### src/rtl/rmq_pkg.sv
// shared types, widths and codes for the rotation matrix to quaternion block
package rmq_pkg;

  localparam int DW       = 16;
  localparam int FRAC     = DW - 2;
  localparam int RAD_W    = DW + 2;
  localparam int RADU_W   = DW + 1;
  localparam int DIFF_W   = DW + 1;
  localparam int SW       = (RADU_W + FRAC + 1) / 2;
  localparam int NW       = DIFF_W + FRAC;
  localparam int LOG_SMIN = FRAC / 2;
  localparam int QW       = NW - LOG_SMIN;
  localparam int QDEPTH   = 2;

  localparam logic signed [DW-1:0] SAT_MAX = {1'b0, {(DW-1){1'b1}}};
  localparam logic signed [DW-1:0] SAT_MIN = {1'b1, {(DW-1){1'b0}}};
  localparam logic [QW-1:0] Q_LIM = QW'(1) << (DW - 1);
  localparam logic signed [RAD_W-1:0] ONE_FIX = RAD_W'(1) << FRAC;

  localparam logic [1:0] SEL_TRACE = 2'd0;
  localparam logic [1:0] SEL_X     = 2'd1;
  localparam logic [1:0] SEL_Y     = 2'd2;
  localparam logic [1:0] SEL_Z     = 2'd3;

  typedef struct packed {
    logic signed [DW-1:0] m00;
    logic signed [DW-1:0] m01;
    logic signed [DW-1:0] m02;
    logic signed [DW-1:0] m10;
    logic signed [DW-1:0] m11;
    logic signed [DW-1:0] m12;
    logic signed [DW-1:0] m20;
    logic signed [DW-1:0] m21;
    logic signed [DW-1:0] m22;
  } mat_t;

  typedef struct packed {
    logic signed [DW-1:0] q_w;
    logic signed [DW-1:0] q_x;
    logic signed [DW-1:0] q_y;
    logic signed [DW-1:0] q_z;
    logic [1:0]           case_taken;
    logic                 degenerate;
  } res_t;

  typedef struct packed {
    logic              neg;
    logic [DIFF_W-1:0] mag;
  } dterm_t;

  typedef struct packed {
    logic [1:0]        sel;
    logic              deg;
    logic [RADU_W-1:0] rad;
    dterm_t [2:0]      d;
  } work_t;

  typedef struct packed {
    logic [1:0]           sel;
    logic                 deg;
    logic [2:0]           neg;
    logic signed [DW-1:0] big;
  } side_t;

endpackage

### src/rtl/rmq_queue.sv
// short queue between the front end and the arithmetic back end
module rmq_queue import rmq_pkg::*; (
  input  logic  clk,
  input  logic  rst,
  input  logic  push,
  input  work_t push_work,
  input  logic  pop,
  output logic  empty,
  output logic  full,
  output work_t head
);

  localparam int PW = $clog2(QDEPTH);
  localparam int CW = $clog2(QDEPTH + 1);

  work_t          mem [QDEPTH];
  logic [PW-1:0]  wr_ptr, rd_ptr;
  logic [CW-1:0]  count;

  assign empty = (count == '0);
  assign full  = (count == CW'(QDEPTH));
  assign head  = mem[rd_ptr];

  always_ff @(posedge clk) begin
    if (rst) begin
      wr_ptr <= '0;
      rd_ptr <= '0;
      count  <= '0;
    end else begin
      if (push && !full) begin
        wr_ptr <= (wr_ptr == PW'(QDEPTH - 1)) ? '0 : wr_ptr + 1'b1;
      end
      if (pop && !empty) begin
        rd_ptr <= (rd_ptr == PW'(QDEPTH - 1)) ? '0 : rd_ptr + 1'b1;
      end
      count <= count + CW'(push && !full) - CW'(pop && !empty);
    end
  end

  always_ff @(posedge clk) begin
    if (push && !full) begin
      mem[wr_ptr] <= push_work;
    end
  end

endmodule

### config.mk
export PLATFORM = sky130hd
export DESIGN_NAME = rmq_queue
export DESIGN_NICKNAME = d
export VERILOG_FILES = /design/src/rtl/rmq_pkg.sv /design/src/rtl/rmq_queue.sv
export SDC_FILE = /design/constraint.sdc
export NUM_CORES = 1
export LEC_CHECK = 0
export BUFFER_PORTS_ARGS = -buffer_cell sky130_fd_sc_hd__buf_2
export CAP_MARGIN = 10
export CORE_MARGIN = 5
export CORE_UTILIZATION = 50
export DETAILED_ROUTE_END_ITERATION = 6
export PLACE_DENSITY = 0.77
export SKIP_CTS_REPAIR_TIMING = 1
export SLEW_MARGIN = 20
export SYNTH_ARGS = -nofsm -noshare
export SYNTH_HDL_FRONTEND = slang
export SYNTH_SLANG_ARGS = --single-unit
### constraint.sdc
create_clock -name clk -period 7.6 [get_ports clk]
set_input_delay 0.38 -clock clk [delete_from_list [all_inputs] [get_ports clk]]
set_output_delay 0.38 -clock clk [all_outputs]
set_load 0.005 [all_outputs]
==> results.tsv <==
stage	metric	value	unit
die	die_x	116	microns
clocking	cts_sinks	153	
sta	final-hold-violation-count	0	
synthesis	synth_top_cell_area_share	79.5	%
clocking	cts.clk_slew.worst_paths	60	ps
routing	totalWireLength	9630	microns
critical_path	crit_path_capture_type	primary output	
global_route	grt-ovfl-total	0	
power	power_density	336	nW/um^2
power	static-leakage-power	2.66	nW
clocking	htreeDepth	4	
clocking	tritoncts	done	
synthesis	synth-async-reset-ratio	0	%
clocking	cts_root_buf	sky130_fd_sc_hd__clkbuf_8	
die	initial_core_util	51.4	%
synthesis	ys_ff_latch	153	
routing	via_count	2777	
die	die_area	13400	sq um
layout	finalNetCount	502	
routing	drt_drc_violations_left	0	
sta	crit_path_setup_slack_layout	5120	ps
clocking	cts-root-to-sink-buffers	2	
run_status	result_of_the_run	finished, final reports clean	
sta	setup_repair_after_global_routing_missed_its_margin	false	
synthesis	yosysWarningCount	0	
place	gp_congestion	0.722	
routing	route.detailed.vias_per_inst	4.85	
synthesis	syn_area	5590	sq um
critical_path	worstSetupStartpointType	flip-flop	
routing	drtPass1Iterations	4	
layout	area_growth_syn_to_layout	25.4	%
synthesis	synth_top_flop_cell	sky130_fd_sc_hd__edfxtp_1	
synthesis	yosysSeqAreaShare	81.3	%
clocking	clock_latency_reported_for_the_late_side_of_the_worst_skew_pair	510	ps
layout	post_route_cells_drive_above_1_share	43.2	%
critical_path	timing.critical_path.arrival	2100	ps
sta	finClkSkew	7.25	ps
synthesis	post-synth-top-area-cell	sky130_fd_sc_hd__edfxtp_1	
sta	timing_max_transition_violations_final	0	
sta	report.final.setup_viol	0	
die	row_count	38	
global_route	grt_resource_usage_total	14.8	%
sta	fin_tns_setup	0	ps
synthesis	synth_nets	337	
global_route	grt_pass1_wl	14500	microns
run	timing.max_cap.violations	0	
place	dp.final_hpwl	6260	microns
global_route	pin_count_of_the_biggest_net_entering_global_routing	75	
place	post-place-ws	5430	ps
global_route	vias_in_the_first_global_route	2940	
layout	final_design_area_excluding_fillers	7010	sq um
die	die_height	116	microns
place	port_buffers	153	
power	vdd.ir_drop.worst	257	uV
place	place_area	6470	sq um
sta	final_min_period_over_clock_period	32.6	%
synthesis	synth_cell_type_count	22	
sta	layout_min_cycle_time	2480	ps
critical_path	path_class	reg2out	
synthesis	syn_inst	257	
synthesis	synth_top_cells_by_area	sky130_fd_sc_hd__edfxtp_1 (79%), sky130_fd_sc_hd__mux2_1 (15%), sky130_fd_sc_hd__dfxtp_1 (1.8%), sky130_fd_sc_hd__buf_6 (1.2%), sky130_fd_sc_hd__ha_1 (0.45%)	
clocking	numCtsBuffers	17	
routing	antenna_left	0	
layout	diodes_inserted	0	
synthesis	post_synth_edffs	148	
synthesis	syn_area_per_cell	21.8	sq um
min_path	min-delay-path-class	in2reg	
die	core_area	10900	sq um
sta	worst_slew_pin_slew	1030	ps
global_route	antenna_found_initial	1	
sta	slew_headroom	31.2	%
routing	drt_iter0_markers	106	
die	floorplan.io_pins	154	
critical_path	cp_data_required_time	7220	ps
sta	fmax	0.403	GHz
routing	route.detailed.wl_per_inst	16.8	microns
critical_path	cp_max_fo	74	
-- kinds of logic (layout without fill, tap and decap cells) --
family | Yosys count | count (layout) | synth area share [%]
buffers and inverters | 12 | 188 | 1.70
flip-flops | 153 | 153 | 81.3
AND/OR/NAND/NOR | 11 | 11 | 1.05
XOR/XNOR | 2 | 2 | 0.313
adder cells (fa/ha/maj) | 2 | 2 | 0.447
AO/OA/AOI/OAI | 3 | 3 | 0.335
multiplexers | 74 | 74 | 14.9
-- where the power goes --
part | leakage [nW] | internal (mW) | switching [mW]
Clock | 0.259 | 0.460 | 0.304
Sequential | 1.42 | 1.08 | 0.0845
Combinational | 0.978 | 0.227 | 0.205
Total | 2.66 | 1.77 | 0.594
-- synth_stat cells, drive strengths merged, types with 2 or more instances --
cell    instances
dfxtp           5
ha              2
inv             4
nor2            4
mux2           74
buf             8
edfxtp        148
-- final timing paths --
check	startpoint	endpoint	slack (ps)	depth (start not counted)
worst max-delay path	flip-flop	head[15]	5120	2
worst min-delay path	push_work[71]	mem[1][71]	60	1
worst max register to register	count[0]	mem[0][15]	5460	5
worst min register to register	rd_ptr	rd_ptr	510	2
-- placed cells by master (no fill, tap or decap), drive strengths merged, types with 2 or more instances in the layout --
cell and count:
buf 154, edfxtp 148, mux2 74, clkbuf 17, clkinv 7, dfxtp 5
inv 5, nor2 4, clkinvlp 3, ha 2, bufinv 2
-- flip-flops by register name, summed over array words and instances (netlist names), named ones only --
signal  cells
rd_ptr      1
wr_ptr      1
count       2
mem       148
-- critical path, stage by stage, from the launching register on --
cell and delay, ps:
sky130_fd_sc_hd__dfxtp_4 1000, sky130_fd_sc_hd__mux2_1 410, sky130_fd_sc_hd__buf_2 140
-- stage by stage --
step,power (mW),util (%),hold WS [ps],cells
2_1_floorplan,1.42,-,449,257
3_3_place_gp,1.61,59.4,479,543
3_5_place_dp,1.63,59.4,496,543
4_1_cts,2.40,64.4,27.8,573
5_1_grt,2.48,64.4,21.5,573
6_report,2.36,64.4,57.7,573
-- routing by layer --
metal | global-route usage [%] | share of wire (%) | vias to the layer above
li1 | - | - | 1338
met1 | 16.3 | 37 | 1338
met2 | 25.5 | 54 | 86
met3 | 5.80 | 7.5 | 13
met4 | 6.42 | 1.5 | 2
met5 | 0 | 0.073 | -
-- layout make-up --
| cell class | count | area [sq um] |
|---|---|---|
| inverter | 4 | 16.3 |
| tap | 140 | 175 |
| clock buffer | 17 | 414 |
| timing repair buffer | 154 | 773 |
| sequential | 153 | 4550 |
| clock inverter | 13 | 130 |
| multi-input combinational | 92 | 957 |
| fill | 782 | 3870 |
No activity file was read; power rests on OpenSTA's default activity.
