[config.mk]
export PLATFORM = sky130hd
export DESIGN_NAME = rmq_front
export DESIGN_NICKNAME = d
export VERILOG_FILES = /design/src/rtl/rmq_pkg.sv /design/src/rtl/rmq_front.sv
export SDC_FILE = /design/constraint.sdc
export NUM_CORES = 1
export LEC_CHECK = 0
export BUFFER_PORTS_ARGS = -buffer_cell sky130_fd_sc_hd__buf_2
export CAP_MARGIN = 25
export CORE_MARGIN = 8
export CORE_UTILIZATION = 56
export CTS_BUF_LIST = sky130_fd_sc_hd__clkbuf_2 sky130_fd_sc_hd__clkbuf_4 sky130_fd_sc_hd__clkbuf_8
export DETAILED_ROUTE_END_ITERATION = 8
export PLACE_DENSITY_LB_ADDON = 0.3
export SYNTH_ARGS = -nofsm -noshare
export SYNTH_HDL_FRONTEND = slang
export SYNTH_SLANG_ARGS = --single-unit
[constraint.sdc]
create_clock -name clk -period 4.2 [get_ports clk]
set_input_delay 0.21 -clock clk [delete_from_list [all_inputs] [get_ports clk]]
set_output_delay 0.21 -clock clk [all_outputs]
set_load 0.02 [all_outputs]
[src/rtl/rmq_pkg.sv]
// shared types, widths and codes for the rotation matrix to quaternion block
package rmq_pkg;

  localparam int DW       = 16;
  localparam int FRAC     = DW - 2;
  localparam int RAD_W    = DW + 2;
  localparam int RADU_W   = DW + 1;
  localparam int DIFF_W   = DW + 1;
  localparam int SW       = (RADU_W + FRAC + 1) / 2;
  localparam int NW       = DIFF_W + FRAC;
  localparam int LOG_SMIN = FRAC / 2;
  localparam int QW       = NW - LOG_SMIN;
  localparam int QDEPTH   = 2;

  localparam logic signed [DW-1:0] SAT_MAX = {1'b0, {(DW-1){1'b1}}};
  localparam logic signed [DW-1:0] SAT_MIN = {1'b1, {(DW-1){1'b0}}};
  localparam logic [QW-1:0] Q_LIM = QW'(1) << (DW - 1);
  localparam logic signed [RAD_W-1:0] ONE_FIX = RAD_W'(1) << FRAC;

  localparam logic [1:0] SEL_TRACE = 2'd0;
  localparam logic [1:0] SEL_X     = 2'd1;
  localparam logic [1:0] SEL_Y     = 2'd2;
  localparam logic [1:0] SEL_Z     = 2'd3;

  typedef struct packed {
    logic signed [DW-1:0] m00;
    logic signed [DW-1:0] m01;
    logic signed [DW-1:0] m02;
    logic signed [DW-1:0] m10;
    logic signed [DW-1:0] m11;
    logic signed [DW-1:0] m12;
    logic signed [DW-1:0] m20;
    logic signed [DW-1:0] m21;
    logic signed [DW-1:0] m22;
  } mat_t;

  typedef struct packed {
    logic signed [DW-1:0] q_w;
    logic signed [DW-1:0] q_x;
    logic signed [DW-1:0] q_y;
    logic signed [DW-1:0] q_z;
    logic [1:0]           case_taken;
    logic                 degenerate;
  } res_t;

  typedef struct packed {
    logic              neg;
    logic [DIFF_W-1:0] mag;
  } dterm_t;

  typedef struct packed {
    logic [1:0]        sel;
    logic              deg;
    logic [RADU_W-1:0] rad;
    dterm_t [2:0]      d;
  } work_t;

  typedef struct packed {
    logic [1:0]           sel;
    logic                 deg;
    logic [2:0]           neg;
    logic signed [DW-1:0] big;
  } side_t;

endpackage

[src/rtl/rmq_front.sv]
// front end: takes a matrix, picks the branch, forms radicand and element sums and differences
module rmq_front import rmq_pkg::*; (
  input  logic  clk,
  input  logic  rst,
  input  logic  start,
  input  mat_t  mat,
  input  logic  q_full,
  output logic  busy,
  output logic  f_valid,
  output work_t f_work
);

  logic signed [RAD_W-1:0] a00, a11, a22, tr, rad;
  logic [1:0]  sel;
  logic        deg;
  work_t       work_next;

  function automatic dterm_t mk_term(logic signed [DW-1:0] a, logic signed [DW-1:0] b,
                                     logic is_sum);
    logic signed [DIFF_W-1:0] d;
    dterm_t t;
    d = is_sum ? (DIFF_W'(a) + DIFF_W'(b)) : (DIFF_W'(a) - DIFF_W'(b));
    t.neg = d[DIFF_W-1];
    t.mag = t.neg ? DIFF_W'(-d) : DIFF_W'(d);
    return t;
  endfunction

  always_comb begin
    a00 = RAD_W'(mat.m00);
    a11 = RAD_W'(mat.m11);
    a22 = RAD_W'(mat.m22);
    tr  = a00 + a11 + a22;
    if (!tr[RAD_W-1] && (tr != '0)) begin
      sel = SEL_TRACE;
      rad = tr + ONE_FIX;
    end else if ((a00 > a11) && (a00 > a22)) begin
      sel = SEL_X;
      rad = ONE_FIX + a00 - a11 - a22;
    end else if (a11 > a22) begin
      sel = SEL_Y;
      rad = ONE_FIX + a11 - a00 - a22;
    end else begin
      sel = SEL_Z;
      rad = ONE_FIX + a22 - a00 - a11;
    end
    deg = rad[RAD_W-1] || (rad == '0);

    work_next.sel = sel;
    work_next.deg = deg;
    work_next.rad = deg ? '0 : rad[RADU_W-1:0];
    case (sel)
      SEL_TRACE: begin
        work_next.d[0] = mk_term(mat.m21, mat.m12, 1'b0);
        work_next.d[1] = mk_term(mat.m02, mat.m20, 1'b0);
        work_next.d[2] = mk_term(mat.m10, mat.m01, 1'b0);
      end
      SEL_X: begin
        work_next.d[0] = mk_term(mat.m21, mat.m12, 1'b0);
        work_next.d[1] = mk_term(mat.m01, mat.m10, 1'b1);
        work_next.d[2] = mk_term(mat.m02, mat.m20, 1'b1);
      end
      SEL_Y: begin
        work_next.d[0] = mk_term(mat.m02, mat.m20, 1'b0);
        work_next.d[1] = mk_term(mat.m01, mat.m10, 1'b1);
        work_next.d[2] = mk_term(mat.m12, mat.m21, 1'b1);
      end
      default: begin
        work_next.d[0] = mk_term(mat.m10, mat.m01, 1'b0);
        work_next.d[1] = mk_term(mat.m02, mat.m20, 1'b1);
        work_next.d[2] = mk_term(mat.m12, mat.m21, 1'b1);
      end
    endcase
  end

  assign busy = f_valid && q_full;

  always_ff @(posedge clk) begin
    if (rst) begin
      f_valid <= 1'b0;
    end else if (start && !busy) begin
      f_valid <= 1'b1;
    end else if (!q_full) begin
      f_valid <= 1'b0;
    end
  end

  always_ff @(posedge clk) begin
    if (start && !busy) begin
      f_work <= work_next;
    end
  end

endmodule

==> metrics.txt <==
clock net sink count=75; count of mapped cells out of synthesis=2183; worst-case headroom to the max-slew limit=29.1%; DR vias/cell=5.88; worst reg2reg path depth=3; area of the core=31400 µm²; Ports=224; share of flip-flops with an asynchronous set or reset after synthesis=0%; Final Util=66.8%; starting utilization of the core area=56.7%; peak per-stage delay on the critical path=0.48 ns; final number of max-transition violations=0; Reg2Reg Setup Slack=2.36 ns; Total Routed Length=57500 µm; Worst-path clk slew=0.10 ns; wire length of the first global-routing pass=91300 µm; largest net degree at the start of global routing=75; number of filler instances in the final layout=2732; worst hold start=start; antenna violations before repair=0; class of the most critical setup path=input pin to flop; Final min period=4.05 ns; outcome=complete, no violations; leakage power=9.90 nW; cell type with the highest aggregate area in the netlist=sky130_fd_sc_hd__ha_1; most frequently used cell type in the post-synthesis netlist=sky130_fd_sc_hd__ha_1; register bit count reported by yosys=75; worst min-delay path category=input pin to flop; cell repeated most along the worst path=sky130_fd_sc_hd__buf_4; category of the worst setup path capture point=flop; number of enable flip-flop cells after synthesis=74; Final Skew=0.0148 ns; placed cell count=2939; gpl congestion=0.982; total gr overflow=0; count of distinct cell types in the synthesized netlist=103; TritonCTS clock tree=yes; hold worst-path end=f_valid; final instance count without filler cells=2958; via total after detailed routing=17404; period utilisation layout=96.5%; number of nets with antenna violations after detailed routing=0; Max-cap violations=0; diode insertion count for antenna repair=0; master of the slowest instance on the critical path=sky130_fd_sc_hd__fa_1; top-area cell type share of the netlist area=21.0%; final-report setup violation count=0; worst-path fanout max=19; cell row count=65; vertical extent of the die=194 µm; Hold Path Depth=3; Seq. cell area=2240 µm²; CP arrival=4.27 ns; most used standard cells in the synthesized netlist=sky130_fd_sc_hd__ha_1 (299), sky130_fd_sc_hd__inv_1 (221), sky130_fd_sc_hd__nor2_1 (181), sky130_fd_sc_hd__a21oi_1 (168), sky130_fd_sc_hd__nand2_1 (133); vias in the first global route=17748; data required time at the worst endpoint=4.41 ns; clk_lat worst skew=0.36 ns; drc violations=0; start of the worst register-to-register path=f_valid; ratio of cells with drive above 1 in the final layout=20.3%; maximum clock path buffer count=2; clock tree root driver cell=sky130_fd_sc_hd__clkbuf_8; routed len/inst=19.4 µm; DP Area=20700 µm²; critical path, cell by cell=buf_2, fa_1, ha_1, fa_1, a211oi_1, buf_4, o21ai_1, nand4b_1, a31oi_2, a21o_1, a21oi_1, xor2_1, ha_1, and2_1, a31o_2, buf_4, buf_4, o21ai_0, o22ai_1; number of buffers inserted by port buffering=223; sort of element at the start of the critical path=input pin; Die Footprint=37700 µm²; maximum clock frequency=0.247 GHz; total half-perimeter wirelength after legalization and detailed placement=49300 µm; most instantiated flip-flop cell in the synthesis netlist=sky130_fd_sc_hd__edfxtp_1; Worst IR Drop VDD=0.216 mV; Synth area leaders=sky130_fd_sc_hd__ha_1 (21%), sky130_fd_sc_hd__edfxtp_1 (12%), sky130_fd_sc_hd__fa_1 (8.3%); drt pass-1 iters=5; fin area=21000 µm²; final-layout worst hold slack=0.0712 ns; register area share after synthesis=12.6%; H-tree depth reported by CTS=3; Pwr Density=350 nW/µm²; Yosys warning count=0; clock buffers created by TritonCTS=9; number of DRC markers in iteration 0=1250; CP Buf/Inv Count=4; cell area after technology mapping=17800 µm²; area taken by multi-input logic gates=14400 µm²; die boundary width=194 µm; fin nets=3072; Mapped Avg Cell Area=8.15 µm²; slew at the pin closest to its max-slew limit=1.06 ns; RR Endpoint=f_work[54]; GRT Util Overall=29.6%; layout overhead on the synthesized area=17.9%; number of nets in the synthesized netlist=2704; Worst path top cell family by delay=compound AO/OA/AOI/OAI gates; number of hold violations in the final report=0
==> worst min-delay path: cells and delay by family <==
kind | cells | cell delay [ns]
simple gates | 2 | 0.11
buf+inv | 1 | 0.09
==> where the power goes <==
part	internal, W	total (W)	switching [W]
clock	0.000289	0.000607	0.000318
sequential	0.00114	0.00128	0.000139
combinational	0.00227	0.00545	0.00319
==> worst max-delay path by stage <==
stage / from / end / slack, ns / cells past startpoint
6_report: mat[1] / f_work[43] / 0.15 / 19
5_1_grt: mat[1] / f_work[71] / -0.008 / 19
4_1_cts: mat[2] / f_work[71] / 0.14 / 17
3_5_place_dp: mat[2] / f_work[71] / -0.24 / 17
3_3_place_gp: mat[2] / f_work[71] / -0.15 / 17
2_1_floorplan: mat[7] / f_work[16] / 0.12 / 19
==> flip-flops by register name, summed over array words and instances, names as in the netlist <==
register,flops
f_work,74
f_valid,1
==> cells by family after synthesis <==
group | count (synthesis) | synth area share (%)
compound gates | 584 | 22.0
xor+xnor | 188 | 9.25
fa+ha+maj | 373 | 29.3
buf+inv | 298 | 6.63
flops | 75 | 12.6
mux | 34 | 1.97
simple gates | 631 | 18.2
==> per-stage QoR <==
step / worst slack, ns / power, W / TNS [ns]
after floorplan: 0.123 / 0.00467 / 0
after global placement: -0.146 / 0.00652 / -0.503
after detailed placement: -0.239 / 0.00662 / -4.27
after CTS: 0.140 / 0.00724 / 0
after global routing: -0.00842 / 0.00785 / -0.00842
final: 0.148 / 0.00734 / 0
==> timing repair <==
item                                    in CTS  in global routing
endpoints found under the hold margin        1                  0
endpoints found under the setup margin       0                  2
buffers inserted                             0                  1
gates resized for setup                      0                  7
hold buffers                                 1                  0
==> layout make-up <==
cell class                      instances  area share [%]
Tap cell                              402            2.40
Multi-Input combinational cell       1810            68.9
Clock inverter                          6           0.352
Timing Repair Buffer                  431            13.1
Sequential cell                        75            10.7
Inverter                              224            4.01
Clock buffer                           10           0.626
==> routing by layer <==
layer / routed length, µm / vias up / global-route usage (%)
li1: - / 8455 / -
met1: 23700 / 8198 / 35.4
met2: 28100 / 602 / 52.5
met3: 2640 / 149 / 2.59
met4: 3070 / 0 / 15.0
met5: 0 / - / 0
==> placed cells by master, fill, tap and decap left out, types with 69 or more instances in the layout <==
cell type / count
sky130_fd_sc_hd__ha_1: 299
sky130_fd_sc_hd__buf_2: 223
sky130_fd_sc_hd__inv_1: 221
sky130_fd_sc_hd__buf_4: 202
sky130_fd_sc_hd__nor2_1: 181
sky130_fd_sc_hd__a21oi_1: 168
sky130_fd_sc_hd__nand2_1: 133
sky130_fd_sc_hd__xnor2_1: 118
sky130_fd_sc_hd__o21ai_0: 88
sky130_fd_sc_hd__edfxtp_1: 74
sky130_fd_sc_hd__fa_1: 73
sky130_fd_sc_hd__xor2_1: 69
(Power assumes the default switching activity.)
